### src/rtl/afce_pkg.sv
// Shared types, constants and helper functions for the ASCII fire cell engine.
// No dependencies; afce_ctrl, afce_dp and the top unit import this package.
package afce_pkg;

    // Grid geometry
    localparam int MAX_COLUMNS = 128;
    localparam int MAX_ROWS    = 64;
    localparam int MAX_CELLS   = MAX_COLUMNS * MAX_ROWS;
    localparam int GRID_DEPTH  = MAX_CELLS + MAX_COLUMNS + 1;

    // Field and internal widths
    localparam int COL_W    = 8;                       // grid_columns register
    localparam int ROW_W    = 7;                       // grid_rows register
    localparam int SEED_W   = 7;                       // seed_column field
    localparam int HEAT_W   = 7;
    localparam int GLYPH_W  = 7;
    localparam int COLOR_W  = 24;
    localparam int CIDX_W   = 13;                      // cell_index field
    localparam int SUM_W    = HEAT_W + 2;
    localparam int IDX_W    = $clog2(MAX_CELLS);
    localparam int SIZE_W   = $clog2(MAX_CELLS + 1);
    localparam int ADDR_W   = $clog2(GRID_DEPTH);
    localparam int PADDR_W  = 3;
    localparam int PDATA_W  = 32;

    // Request codes
    localparam logic REQ_SEED = 1'b0;
    localparam logic REQ_CELL = 1'b1;

    // Register indexes (paddr[2])
    localparam logic REG_COLUMNS = 1'b0;
    localparam logic REG_ROWS    = 1'b1;

    // Neighbor read select
    localparam logic [1:0] RD_SEL_SELF  = 2'd0;
    localparam logic [1:0] RD_SEL_RIGHT = 2'd1;
    localparam logic [1:0] RD_SEL_BELOW = 2'd2;
    localparam logic [1:0] RD_SEL_DIAG  = 2'd3;

    // Heat thresholds and colors (0xBBGGRR)
    localparam logic [HEAT_W-1:0]  FULL_HEAT  = 7'd65;
    localparam logic [HEAT_W-1:0]  HEAT_HOT   = 7'd15;
    localparam logic [HEAT_W-1:0]  HEAT_WARM  = 7'd9;
    localparam logic [HEAT_W-1:0]  HEAT_DIM   = 7'd4;
    localparam logic [COLOR_W-1:0] COLOR_HOT  = 24'hBD8F63;
    localparam logic [COLOR_W-1:0] COLOR_WARM = 24'h55FFFF;
    localparam logic [COLOR_W-1:0] COLOR_DIM  = 24'h5555FF;
    localparam logic [COLOR_W-1:0] COLOR_COLD = 24'h808080;

    // Glyph ramp " .:^*xsS#$"
    localparam int RAMP_LEVELS = 10;
    localparam logic [GLYPH_W-1:0] GLYPH_SPACE = 7'd32;
    localparam logic [GLYPH_W-1:0] GLYPH_RAMP [RAMP_LEVELS] =
        '{7'd32, 7'd46, 7'd58, 7'd94, 7'd42, 7'd120, 7'd115, 7'd83, 7'd35, 7'd36};

    // Controller -> datapath commands
    typedef struct packed {
        logic       clr_start;   // restart clear pass, zero cursor
        logic       clr_wr;      // write one zero entry of the clear pass
        logic       seed_wr;     // apply seed beat (datapath checks the column)
        logic       idx_load;    // latch the cell index at the cursor
        logic       rd_issue;    // issue one grid read
        logic [1:0] rd_sel;      // which neighbor to read
        logic       sum_clear;   // start sum with returned heat
        logic       sum_add;     // add returned heat to sum
        logic       commit;      // write back heat, load result register
    } afce_cmd_t;

    // Datapath -> controller status
    typedef struct packed {
        logic slot_free;         // result register free at this edge
        logic clr_done;          // clear pass on its last entry
    } afce_stat_t;

    function automatic logic [GLYPH_W-1:0] glyph_of(input logic [HEAT_W-1:0] heat);
        logic [3:0] lvl;
        lvl = (heat > HEAT_WARM) ? 4'(RAMP_LEVELS - 1) : heat[3:0];
        return GLYPH_RAMP[lvl];
    endfunction

    function automatic logic [COLOR_W-1:0] color_of(input logic [HEAT_W-1:0] heat);
        logic [COLOR_W-1:0] c;
        priority if (heat > HEAT_HOT)  c = COLOR_HOT;
        else if (heat > HEAT_WARM)     c = COLOR_WARM;
        else if (heat > HEAT_DIM)      c = COLOR_DIM;
        else                           c = COLOR_COLD;
        return c;
    endfunction

endpackage

### src/rtl/afce_ctrl.sv
// Controller state machine: clear pass, seed beats and the per-cell read sequence.
// Depends on afce_pkg.
module afce_ctrl import afce_pkg::*; (
    input  logic       clk,
    input  logic       rst_n,
    input  logic       in_valid,
    input  logic       req_type,
    input  logic       size_change,
    input  afce_stat_t stat,
    output logic       in_ready,
    output afce_cmd_t  cmd
);

    localparam logic [2:0] ST_CLEAR = 3'd0;
    localparam logic [2:0] ST_IDLE  = 3'd1;
    localparam logic [2:0] ST_RD1   = 3'd2;
    localparam logic [2:0] ST_RD2   = 3'd3;
    localparam logic [2:0] ST_RD3   = 3'd4;
    localparam logic [2:0] ST_WB    = 3'd5;

    logic [2:0] state_reg;
    logic [2:0] state_next;

    always_ff @(posedge clk or negedge rst_n)
    begin
        if (!rst_n)
        begin
            state_reg <= ST_CLEAR;
        end
        else
        begin
            state_reg <= state_next;
        end
    end

    always_comb
    begin
        state_next    = state_reg;
        in_ready      = 1'b0;
        cmd           = '0;
        cmd.rd_sel    = RD_SEL_SELF;
        cmd.clr_start = size_change;
        unique case (state_reg)
            ST_CLEAR:
            begin
                cmd.clr_wr = !size_change;
                if (stat.clr_done && !size_change)
                begin
                    state_next = ST_IDLE;
                end
            end
            ST_IDLE:
            begin
                in_ready = 1'b1;
                if (in_valid)
                begin
                    if (req_type == REQ_SEED)
                    begin
                        cmd.seed_wr = 1'b1;
                    end
                    else
                    begin
                        cmd.idx_load = 1'b1;
                        cmd.rd_issue = 1'b1;
                        cmd.rd_sel   = RD_SEL_SELF;
                        state_next   = ST_RD1;
                    end
                end
            end
            ST_RD1:
            begin
                cmd.rd_issue  = 1'b1;
                cmd.rd_sel    = RD_SEL_RIGHT;
                cmd.sum_clear = 1'b1;
                state_next    = ST_RD2;
            end
            ST_RD2:
            begin
                cmd.rd_issue = 1'b1;
                cmd.rd_sel   = RD_SEL_BELOW;
                cmd.sum_add  = 1'b1;
                state_next   = ST_RD3;
            end
            ST_RD3:
            begin
                cmd.rd_issue = 1'b1;
                cmd.rd_sel   = RD_SEL_DIAG;
                cmd.sum_add  = 1'b1;
                state_next   = ST_WB;
            end
            ST_WB:
            begin
                if (stat.slot_free)
                begin
                    cmd.commit = 1'b1;
                    state_next = ST_IDLE;
                end
            end
            default:
            begin
                state_next = ST_CLEAR;
            end
        endcase
        if (size_change)
        begin
            state_next = ST_CLEAR;
        end
    end

endmodule

### config.mk
export PLATFORM = sky130hd
export DESIGN_NAME = afce_ctrl
export DESIGN_NICKNAME = d
export VERILOG_FILES = /design/src/rtl/afce_pkg.sv /design/src/rtl/afce_ctrl.sv
export SDC_FILE = /design/constraint.sdc
export NUM_CORES = 1
export LEC_CHECK = 0
export ABC_CLOCK_PERIOD_IN_PS = 2500
export BUFFER_PORTS_ARGS = -buffer_cell sky130_fd_sc_hd__buf_2
export CORE_AREA = 2 2 39 41
export DETAILED_ROUTE_END_ITERATION = 6
export DIE_AREA = 0 0 41 43
export PLACE_DENSITY = 0.5
export SETUP_SLACK_MARGIN = 0.1
export SLEW_MARGIN = 0
export SYNTH_ARGS = -nofsm -noshare
export SYNTH_HDL_FRONTEND = slang
export SYNTH_SLANG_ARGS = --single-unit
export TNS_END_PERCENT = 5
### constraint.sdc
create_clock -name clk -period 2.5 [get_ports clk]
set_clock_uncertainty 0.1 [all_clocks]
set_input_delay 0.625 -clock clk [delete_from_list [all_inputs] [get_ports clk]]
set_output_delay 0.625 -clock clk [all_outputs]
set_load 0.01 [all_outputs]
# Word-level counts from Yosys, hierarchy flattened
# Index checks and enable logic that the tools add are counted.
dict set report classes {
  n_eq_ne 9
  muxes 17
  n_reduce_logical 5
}
# op n
set op_table {}
lappend op_table {{$pmux 3 s6} 1}
lappend op_table {{$mux 3} 5}
lappend op_table {{$ne 3x3->1 const B} 4}
lappend op_table {{$pmux 3 s4} 1}
lappend op_table {{$mux 1} 7}
lappend op_table {{$eq 3x2->1 const B} 2}
lappend op_table {{$eq 3x3->1 const B} 2}
lappend op_table {{$mux 5} 1}
lappend op_table {{$mux 4} 1}
lappend op_table {{$reduce_and 4->1} 1}
lappend op_table {{$eq 3x1->1 const B} 1}
lappend op_table {{$logic_not 3->1} 1}
lappend op_table {{$mux 2} 1}
lappend op_table {{$reduce_or 2->1} 1}
lappend op_table {{$logic_and 1x1->1} 1}
lappend op_table {{$logic_not 1->1} 1}
dict set report totals {
  regBits 3
  inputBits 7
  output_inout_bits 11
  wordCells 32
}

# Logic depth before layout (Yosys ltp)
# Gate-level depths: netlist of the first run.
dict set report depth {
  depth_word 5
  depth_mapped 4
  mapped_depth_nobuf 3
}

# Worst setup path after synthesis of the first run
# No wires, ideal clock.
dict set report synth_timing {
  path_type {register -> output}
  startpoint {register state_reg[1]}
  endpoint {output port cmd[7] (netlist name)}
  arrival_ns 1.082
  required_time_ns 1.775
  setup_slack_ns 0.693
  stages_incl_launch_ff 4
  n_path_buf 1
  path_cell_list {dfrtp_1 > buf_6 > or3b_4 > nor3b_2}
}
# item line_no
set synth_rtl {}
lappend synth_rtl {{start: declaration} afce_ctrl.sv:21} ;# logic [2:0] state_reg;
lappend synth_rtl {{start signal: assignment} afce_ctrl.sv:32} ;# state_reg <= state_next;
lappend synth_rtl {{end: declaration} afce_ctrl.sv:11} ;# output afce_cmd_t cmd

==> results of run 1 <==
power by group through the flow:
stage                     Clock (W)  Sequential [W]  Combinational, W
after floorplan                   0       0.0000537         0.0000303
after global placement            0       0.0000589         0.0000404
after CTS                 0.0000840       0.0000584         0.0000407
after detailed placement          0       0.0000591         0.0000405
after global routing      0.0000882       0.0000594         0.0000443
final                     0.0000822       0.0000585         0.0000402
logic make-up after synthesis:
group,count (synthesis),synth area share (%)
muxes,1,4.31
buffers and inverters,4,10.5
AOI/OAI and AO/OA,8,16.7
DFF,3,28.7
and+or+nand+nor,16,39.7
metrics by stage:
step | total power, W | hold slack [ns] | setup WS [ns]
after detailed placement | 0.0000995 | 0.322 | 0.517
after global routing | 0.000192 | 0.0771 | 0.193
after global placement | 0.0000993 | 0.323 | 0.535
final | 0.000181 | 0.0831 | 0.276
after CTS | 0.000183 | 0.0826 | 0.271
after floorplan | 0.0000840 | 0.229 | 0.693
worst max-delay path by stage:
| stage | from | endpoint | slack (ns) | cells past startpoint |
|---|---|---|---|---|
| 6_report | state_reg[0]$_DFFE_PN0P_ | cmd[7] | 0.28 | 3 |
| 5_1_grt | state_reg[0]$_DFFE_PN0P_ | cmd[7] | 0.19 | 3 |
| 2_1_floorplan | state_reg[1]$_DFFE_PN0P_ | cmd[7] | 0.69 | 3 |
| 3_5_place_dp | state_reg[0]$_DFFE_PN0P_ | cmd[7] | 0.52 | 3 |
| 4_1_cts | state_reg[0]$_DFFE_PN0P_ | cmd[7] | 0.27 | 3 |
| 3_3_place_gp | state_reg[0]$_DFFE_PN0P_ | cmd[7] | 0.53 | 3 |
synth_stat cells (2+ instances only):
library cell  n  area [sq um]
a21oi_1       2          10.0
a31oi_1       2          12.5
dfrtp_1       3          75.1
nand2_1       2          7.51
nand3b_1      2          15.0
nor2_1        3          11.3
o21ai_0       3          15.0
per-layer routing:
layer,track usage (%),part of all wire (%)
met5,0,0
met4,4.00,0
met3,0,6.2
met2,10.9,46
met1,10.7,48
worst max-delay path, delay by kind of cell, from the launching register on:
| family | cells | cell delay, ns |
|---|---|---|
| AND/OR/NAND/NOR | 2 | 0.59 |
| flip-flops | 1 | 0.53 |
| buffers and inverters | 1 | 0.14 |
layout make-up:
class | count | area, sq um | share of cell area [%]
Multi-Input combinational cell | 25 | 159 | 43.1
Tap cell | 16 | 20.0 | 5.42
Clock buffer | 4 | 26.3 | 7.12
Inverter | 1 | 3.75 | 1.02
Sequential cell | 3 | 75.1 | 20.3
Timing Repair Buffer | 17 | 85.1 | 23.1
==> metrics.log, run 1 <==
INFO  metric run_status = finished clean
INFO  metric holdCritPathClass = in2async
INFO  metric clock_power_share = 45.4%
INFO  metric r2r-end = state_reg[1]$_DFFE_PN0P_
INFO  metric max_freq = 0.450 GHz
INFO  metric dp_cells = 62
INFO  metric wl = roughly 630 um
INFO  metric power.ir.vdd_worst = 187 uV
INFO  metric clkSlewWorstSetupHoldPaths = approximately 0.040 ns
INFO  metric flow.area_growth_from_synthesis = 41.1%
INFO  metric power_report.internal_total = around 0.00013 W
INFO  metric worstPathMaxFanout = 13
INFO  metric port_buffers = 17
INFO  metric starting_utilization_of_the_core_area = a little under a fifth
INFO  metric grtUsageTotal = 7.45%
INFO  metric grt_start_max_net_pins = 14
INFO  metric route.detailed.wl_per_inst = ~9.5 um
INFO  metric max-slew-margin-rel = ~77%
INFO  metric drv.max_cap_violation_count = 0
INFO  metric post-route-cell-area = 369 sq um
INFO  metric cp-start-kind = flip-flop
INFO  metric nFillCells = approximately 160
INFO  metric cts.sinks = 3
INFO  metric drive_above_1_share = around 50%
INFO  metric grt_setup_unrepaired = no
INFO  metric floorplan.die.width = between 40 and 50 um
INFO  metric first_global_vias = between 200 and 300
INFO  metric post_synth_instance_area = about 260 sq um
INFO  metric synth_edf_count = 0
INFO  metric r2r_setup_slack = around 1.2 ns
INFO  metric grt_first_pass_wirelength = roughly 950 um
INFO  metric drt_first_iter_violations = 2
INFO  metric antenna-diode-count = 0
INFO  metric cts.repair.resized = 0
INFO  metric cell_area_reported_after_detailed_placement = 343 sq um
INFO  metric p_switching = between 0.00004 and 0.00005 W
INFO  metric pin_slew_with_the_least_headroom_to_its_limit = approximately 0.34 ns
INFO  metric grt-ovfl-total = 0
INFO  metric reg2reg_from = state_reg[0]$_DFFE_PN0P_
INFO  metric path_class = reg2out
INFO  metric grt_antenna_before_repair = 0
INFO  metric utilization = 26.7%
INFO  metric critical_path.endpoint_type = output pin
INFO  metric detail_route.first_pass.iterations = 2
INFO  metric cts_setup_buffers = 0
INFO  metric postSynth.topFlopCell = dfrtp_1
INFO  metric worst_ep_required_time = 1.77 ns
INFO  metric postSynthNetCount = 39
INFO  metric syn-mean-instance-area = 8.17 sq um
INFO  metric die-height = 43 um
INFO  metric async_s_r_ff_share_synth = 100%
INFO  metric hold_viol = 0
INFO  metric core_area = 1380 sq um
INFO  metric synth_cell_type_count = 22
INFO  metric nNetsFinal = 58
INFO  metric worst-endpoint-arrival = around 1.5 ns
INFO  metric synth.yosys.seq_area_share = 28.7%
INFO  metric clock_tree.buffer_depth = 2
INFO  metric vias_per_cell = slightly above 4
INFO  metric setup_violators_final = 0
INFO  metric slew_violations = 0
INFO  metric ys.warnings.count = 0
INFO  metric clock-root-buffer = clkbuf_4
INFO  metric cp_cell_sequence = or3b_4 > nor3b_2 > buf_2
INFO  metric switching_share = 27.4%
INFO  metric fin_crit = approximately 2.2 ns
INFO  metric leakage = 0.187 nW
INFO  metric floorplan.io_pins = 18
INFO  metric cpMaxStageDelayCell = dfrtp_1
INFO  metric tritoncts_clock_tree = built
INFO  metric route.detailed.drc = 0
INFO  metric postSynthRegisterBits = 3
INFO  metric antenna_left = 0
INFO  metric worstRegToRegCells = 3
INFO  metric finish.cell_count_without_fillers = 66
INFO  metric gp_congestion = 0.699
INFO  metric layout.cells.most_common_list = 17 x buf_2, 3 x nor2_1, 3 x o21ai_0, 3 x clkbuf_4, 3 x dfrtp_1
INFO  metric holdBufCountCts = 0
INFO  metric powerDensity = 490 nW/um^2
INFO  metric seq_power_share = 32.4%
INFO  metric slowest_delay = between 0.5 and 0.6 ns
INFO  metric htree_levels = 1
INFO  metric layout_commonest_cell = buf_2
INFO  metric worst_skew_pair.late_latency = about 0.23 ns
INFO  metric route.vias.total = approximately 270
INFO  metric hpwlAfterDp = between 400 and 500 um
INFO  metric timing.final.crit_share = between 80% and 90%
INFO  metric postSynthCellCount = 32
INFO  metric floorplan.die_area = approximately 1800 sq um
INFO  metric placement_rows = 14
INFO  metric tns = 0 ns
INFO  metric largest_register_ffs = 3
INFO  metric comb_power_share = about 22%
INFO  metric cts_made_buffers = 3
No activity file was read; power rests on OpenSTA's default activity.
==> inputs of run 2 (changes only) <==
--- a/config.mk
+++ b/config.mk
@@ -11,7 +11,7 @@
 export DETAILED_ROUTE_END_ITERATION = 6
 export DIE_AREA = 0 0 41 43
 export PLACE_DENSITY = 0.5
-export SETUP_SLACK_MARGIN = 0.1
+export SETUP_SLACK_MARGIN = 0.4
 export SLEW_MARGIN = 0
 export SYNTH_ARGS = -nofsm -noshare
 export SYNTH_HDL_FRONTEND = slang
==> metrics.log, run 2 (synthesis results as in run 1) <==
INFO  metric run_status = finished clean
INFO  metric antenna_left = 0 (unchanged)
INFO  metric clock-root-buffer = clkbuf_4
INFO  metric grt_antenna_before_repair = 0 (unchanged)
INFO  metric port_buffers = 17 (unchanged)
INFO  metric cp_cell_sequence = or3b_4 > nor3b_2 > buf_2
INFO  metric grt-ovfl-total = 0 (unchanged)
INFO  metric slowest_delay = 0.41 ns (-0.12 ns)
INFO  metric holdBufCountCts = 0 (unchanged)
INFO  metric drt_first_iter_violations = 7 (+5)
INFO  metric floorplan.io_pins = 18 (unchanged)
INFO  metric floorplan.die_area = 1760 sq um (unchanged)
INFO  metric cpMaxStageDelayCell = or3b_4
INFO  metric worst_ep_required_time = 1.77 ns (about the same)
INFO  metric cts.sinks = 3 (unchanged)
INFO  metric grtUsageMet1 = 11.3% (+0.61 points)
INFO  metric starting_utilization_of_the_core_area = 18.9% (unchanged)
INFO  metric route.detailed.wl_per_inst = 10.1 um (+5.8%)
INFO  metric hold_viol = 0 (unchanged)
INFO  metric die-height = 43 um (unchanged)
INFO  metric layout.cells.most_common_list = 17 x buf_2, 4 x buf_4
INFO  metric flow.area_growth_from_synthesis = 54.1%
INFO  metric drive_above_1_share = 59.3% (+9.3 points)
INFO  metric final-seq-area = 78.8 sq um (+5.0%)
INFO  metric slew_violations = 0 (unchanged)
INFO  metric wl = 706 um (+12%)
INFO  metric cp-start-kind = flip-flop
INFO  metric timing.final.crit_share = 82.4% (-6.5 points)
INFO  metric grt_setup_unrepaired = yes
INFO  metric gp_congestion = 0.699 (unchanged)
INFO  metric worst-endpoint-arrival = 1.34 ns (-0.16 ns)
INFO  metric global_route.peak_usage_layer = met2
INFO  metric hpwlAfterDp = 469 um (unchanged)
INFO  metric clkSlewWorstSetupHoldPaths = 0.04 ns (about the same)
INFO  metric multiInputGateArea = 159 sq um (unchanged)
INFO  metric tritoncts_clock_tree = built
INFO  metric largest_register_ffs = 3 (unchanged)
INFO  metric hold-worst-slack = 0.0862 ns (+0.00302 ns)
INFO  metric finish.cell_count_without_fillers = 70 (+6.1%)
INFO  metric grtUsageTotal = 8.75% (+1.3 points)
INFO  metric path_class = reg2out
INFO  metric clock_tree.buffer_depth = 2 (unchanged)
INFO  metric tns = 0 ns (unchanged)
INFO  metric post-route-worst-setup-slack = 0.439 ns (+0.163 ns)
INFO  metric worst_skew_pair.late_latency = 0.23 ns (about the same)
INFO  metric leakage = 0.204 nW (+8.9%)
INFO  metric placement_rows = 14 (unchanged)
INFO  metric route.vias.total = 291 (+6.6%)
INFO  metric critical_path.endpoint_type = output pin
INFO  metric holdCritPathClass = in2async
INFO  metric htree_levels = 1 (unchanged)
INFO  metric worstPathMaxFanout = 3 (-10)
INFO  metric floorplan.die.width = 41 um (unchanged)
INFO  metric nFillCells = 160 (+3.2%)
INFO  metric layout_commonest_cell = buf_2
INFO  metric core_area = 1380 sq um (unchanged)
INFO  metric nNetsFinal = 62 (+6.9%)
INFO  metric met2_usage = 14.4% (+3.4 points)
INFO  metric vias_per_cell = 4.16 (+0.50%)
INFO  metric first_global_vias = 300 (+17%)
INFO  metric pin_slew_with_the_least_headroom_to_its_limit = 0.251 ns (-0.0923 ns)
INFO  metric gr-usage-met3 = 0% (unchanged)
INFO  metric drv.max_cap_violation_count = 0 (unchanged)
INFO  metric power.ir.vdd_worst = 175 uV (-6.5%)
INFO  metric worstRegToRegCells = 4 (+1)
INFO  metric dp_cells = 62 (unchanged)
INFO  metric post-place-ws = 0.517 ns (unchanged)
INFO  metric fin_crit = 2.06 ns (-0.163 ns)
INFO  metric detail_route.first_pass.iterations = 4 (+2)
INFO  metric grt_start_max_net_pins = 13 (-1)
INFO  metric max-slew-margin-rel = 83.1% (+6.0 points)
INFO  metric route.detailed.drc = 0 (unchanged)
INFO  metric setup_violators_final = 0 (unchanged)
INFO  metric antenna-diode-count = 0 (unchanged)
INFO  metric max_freq = 0.485 GHz (+7.9%)
INFO  metric powerDensity = 466 nW/um^2 (-4.9%)
INFO  metric cts_made_buffers = 3 (unchanged)
INFO  metric grt_first_pass_wirelength = 1110 um (+17%)
-- run 2: path summary, 6_finish.rpt --
check,startpoint,end,slack (ns)
worst max-delay path,state_reg[2]$_DFFE_PN0P_,cmd[7],0.44
worst min-delay path,rst_n,state_reg[0]$_DFFE_PN0P_,0.09
worst max register to register,state_reg[0]$_DFFE_PN0P_,state_reg[1]$_DFFE_PN0P_,1.29
worst min register to register,state_reg[2]$_DFFE_PN0P_,state_reg[1]$_DFFE_PN0P_,0.52
max in group asynchronous,rst_n,state_reg[1]$_DFFE_PN0P_,2.09
min in group clk,size_change,state_reg[0]$_DFFE_PN0P_,0.51
-- run 2: cell type report --
class,instances,share of cell area [%]
Inverter,1,0.932
Timing Repair Buffer,21,28.6
Clock buffer,4,6.52
Multi-Input combinational cell,25,39.4
Tap cell,16,4.97
Sequential cell,3,19.6
-- run 2: report_power, final --
group	switching (W)	internal, W
clock	0.0000233	0.0000597
combinational	0.0000265	0.0000243
sequential	0.00000199	0.0000518
-- run 2: routing by layer --
metal,up-vias,share of wire [%]
met5,-,0
met4,0,0
met3,0,5.5
met2,10,50
met1,124,44
li1,157,-
-- run 2: timing repair --
action	CTS	global route
gates resized for setup	3	0
setup endpoints to repair	3	1
gates cloned	0	0
buffers inserted	4	0
hold endpoints to repair	0	0
-- run 2: worst max-delay path: cells and delay by family, from the launching register on --
family	cells	cell delay (ns)
and+or+nand+nor	2	0.56
buffers and inverters	1	0.14
DFF	1	0.40
-- run 2: through the flow --
stage               util, %  instance area [sq um]  total power (W)
detailed placement     24.8                    343        0.0000995
finish                 29.1                    403         0.000188
global placement       24.8                    343        0.0000993
global route           29.1                    403         0.000200
floorplan                 -                    262        0.0000840
CTS                    29.1                    403         0.000189
==> inputs of run 3 (changes only) <==
--- a/config.mk
+++ b/config.mk
@@ -5,7 +5,7 @@
 export SDC_FILE = /design/constraint.sdc
 export NUM_CORES = 1
 export LEC_CHECK = 0
-export ABC_CLOCK_PERIOD_IN_PS = 2500
+export ABC_CLOCK_PERIOD_IN_PS = 1900
 export BUFFER_PORTS_ARGS = -buffer_cell sky130_fd_sc_hd__buf_2
 export CORE_AREA = 2 2 39 41
 export DETAILED_ROUTE_END_ITERATION = 6
==> constraint.sdc (replaced) <==
create_clock -name clk -period 1.9 [get_ports clk]
set_clock_uncertainty 0.1 [all_clocks]
set_input_delay 0.475 -clock clk [delete_from_list [all_inputs] [get_ports clk]]
set_output_delay 0.475 -clock clk [all_outputs]
set_load 0.01 [all_outputs]
==> metrics.log, run 3 (synthesis results as in run 1) <==
INFO  metric run_status = complete, but fails checks
INFO  metric failed_checks = setup timing
INFO  metric route.vias.total = 324 (+11%)
INFO  metric cell_area_reported_after_detailed_placement = 364 sq um (+6.2%)
INFO  metric route.detailed.drc = 0 (unchanged)
INFO  metric grt_antenna_before_repair = 0 (unchanged)
INFO  metric seq_power_share = 26.3% (-2.4 points)
INFO  metric port_buffers = 17 (unchanged)
INFO  metric multiInputGateArea = 193 sq um (+21%)
INFO  metric cp-start-kind = flip-flop
INFO  metric power_report.internal_total = 0.000190 W (+40%)
INFO  metric fin_crit = a little under 2 ns
INFO  metric hold_path_depth = 2
INFO  metric r2r-end = state_reg[1]$_DFFE_PN0P_
INFO  metric route.detailed.wl_per_inst = 10.5 um (+4.2%)
INFO  metric floorplan.io_pins = 18 (unchanged)
INFO  metric cpMaxStageDelayCell = or3b_4
INFO  metric die-height = 43 um (unchanged)
INFO  metric first_global_vias = 290 (-3.3%)
INFO  metric grtUsageTotal = 9.65% (+0.90 points)
INFO  metric gp_congestion = 0.743 (+6.3%)
INFO  metric slowest_delay = 0.43 ns (+0.02 ns)
INFO  metric antenna-diode-count = 0 (unchanged)
INFO  metric pin_slew_with_the_least_headroom_to_its_limit = 0.189 ns (-0.0619 ns)
INFO  metric critical_path.endpoint_type = output pin
INFO  metric timing.critical_path.buf_inv = 1 (unchanged)
INFO  metric worstRegToRegCells = 4 (unchanged)
INFO  metric critPathTopFamily = simple AND/OR/NAND/NOR gates
INFO  metric antenna_left = 0 (unchanged)
INFO  metric layout_commonest_cell = buf_2
INFO  metric hold-worst-slack = 0.391 ns (+0.305 ns)
INFO  metric drt_first_iter_violations = 5 (-2)
INFO  metric floorplan.die.width = 41 um (unchanged)
INFO  metric worst_skew_pair.late_latency = 0.23 ns (about the same)
INFO  metric flow.area_growth_from_synthesis = 82.3%
INFO  metric grt_start_max_net_pins = 13 (unchanged)
INFO  metric final-seq-area = 76.3 sq um (-3.2%)
INFO  metric clock-root-buffer = clkbuf_4
INFO  metric powerDensity = 563 nW/um^2 (+21%)
INFO  metric detail_route.first_pass.iterations = 3 (-1)
INFO  metric holdCritPathClass = in2reg
INFO  metric worst_ep_required_time = 1.32 ns (-0.45 ns)
INFO  metric leakage = 0.231 nW (+13%)
INFO  metric starting_utilization_of_the_core_area = 18.9% (unchanged)
INFO  metric cts_made_buffers = 3 (unchanged)
INFO  metric floorplan.die_area = 1760 sq um (unchanged)
INFO  metric clock_tree.buffer_depth = 2 (unchanged)
INFO  metric cp_cell_sequence = or3b_4 > nor3b_4 > buf_2
INFO  metric largest_register_ffs = 3 (unchanged)
INFO  metric drv.max_cap_violation_count = 0 (unchanged)
INFO  metric wp_depth = 3 (unchanged)
INFO  metric vias_per_cell = 4.50 (+8.2%)
INFO  metric p_switching = 0.0000781 W (+51%)
INFO  metric timing.hold.worst_endpoint = state_reg[1]$_DFFE_PN0P_
INFO  metric max-slew-margin-rel = 87.3% (+4.2 points)
INFO  metric r2r_setup_slack = 0.69 ns (-0.60 ns)
INFO  metric slew_violations = 0 (unchanged)
INFO  metric tritoncts_clock_tree = built
INFO  metric worst-endpoint-arrival = 1.37 ns (+0.03 ns)
INFO  metric worstHoldStart = size_change
INFO  metric timing.final.crit_share = 102%
INFO  metric switching_share = 29.1% (+1.5 points)
INFO  metric placement_rows = 14 (unchanged)
INFO  metric hold_viol = 0 (unchanged)
INFO  metric nFillCells = 149 (-6.9%)
INFO  metric post-place-ws = 0.128 ns (-0.389 ns)
INFO  metric wl = 757 um (+7.2%)
INFO  metric core_area = 1380 sq um (unchanged)
INFO  metric layout.cells.most_common_list = 16 x buf_2, 6 x buf_6, 3 x clkbuf_4
INFO  metric setup_violators_final = 1 (+1)
INFO  metric post-route-cell-area = 477 sq um (+18%)
INFO  metric grt_setup_unrepaired = yes
INFO  metric post-route-worst-setup-slack = -0.0436 ns (-0.483 ns)
INFO  metric comb_power_share = 32.1% (+5.0 points)
INFO  metric grt_first_pass_wirelength = 1130 um (+1.9%)
INFO  metric max_freq = 0.515 GHz
INFO  metric nNetsFinal = 64 (+3.2%)
INFO  metric worstPathMaxFanout = 3 (unchanged)
INFO  metric cts.sinks = 3 (unchanged)
INFO  metric clkSlewWorstSetupHoldPaths = 0.04 ns (about the same)
INFO  metric drive_above_1_share = 60.7% (+1.5 points)
INFO  metric reg2reg_from = state_reg[1]$_DFFE_PN0P_
INFO  metric htree_levels = 1 (unchanged)
INFO  metric report.power.total = 0.000268 W (+43%)
INFO  metric grt-ovfl-total = 0 (unchanged)
INFO  metric power.ir.vdd_worst = 281 uV (+61%)
INFO  metric clock_power_share = 41.7% (-2.5 points)
INFO  metric path_class = reg2out
==> run 3: final cells by class <==
type / count / share of cell area, %
well taps: 16 / 4.20
flip-flops and latches: 3 / 16.0
clock buffers: 4 / 5.51
repair buffers: 23 / 33.1
multi-input cells: 25 / 40.4
inverters: 1 / 0.787
==> run 3: power by group through the flow <==
| stage | clock network, W | registers (W) | logic, W |
|---|---|---|---|
| 6_report | 0.000112 | 0.0000704 | 0.0000861 |
| 5_1_grt | 0.000124 | 0.0000708 | 0.0000936 |
| 4_1_cts | 0.000119 | 0.0000696 | 0.0000787 |
| 3_5_place_dp | 0 | 0.0000717 | 0.0000654 |
| 3_3_place_gp | 0 | 0.0000717 | 0.0000651 |
| 2_1_floorplan | 0 | 0.0000707 | 0.0000416 |
==> run 3: worst reg2reg max path, stage by stage, from the launching register on <==
cell	delay, ns
dfrtp_2	0.40
buf_6	0.14
buf_6	0.11
mux2_2	0.25
nor3_1	0.11
==> run 3: worst max-delay path by stage <==
stage,from,to,slack (ns)
after floorplan,state_reg[1]$_DFFE_PN0P_,cmd[7],0.25
after global placement,state_reg[1]$_DFFE_PN0P_,cmd[7],0.16
after detailed placement,state_reg[1]$_DFFE_PN0P_,cmd[7],0.13
after CTS,state_reg[1]$_DFFE_PN0P_,cmd[7],-0.05
after global routing,state_reg[2]$_DFFE_PN0P_,cmd[7],-0.09
final,state_reg[2]$_DFFE_PN0P_,cmd[7],-0.04
==> run 3: routing by layer <==
metal / up-vias / track usage [%] / wire, um
met2: 8 / 13.4 / 408
met5: - / 0 / 0
met3: 0 / 4.71 / 35
li1: 163 / - / -
met4: 0 / 4.00 / 0
met1: 153 / 12.3 / 313
==> run 3: through the flow <==
stage / utilization [%] / std cells / TNS (ns)
final: 34.4 / 72 / -0.0436
after global routing: 34.4 / 72 / -0.115
after CTS: 32.4 / 72 / -0.0479
after detailed placement: 26.3 / 64 / 0
after global placement: 26.3 / 64 / 0
after floorplan: - / 32 / 0
==> run 3: what timing repair did <==
action,CTS,global route
buffers inserted,3,0
hold buffers,1,0
resized for setup,7,8
pin swaps,5,5
setup endpoints to repair,10,10
hold endpoints to repair,3,0
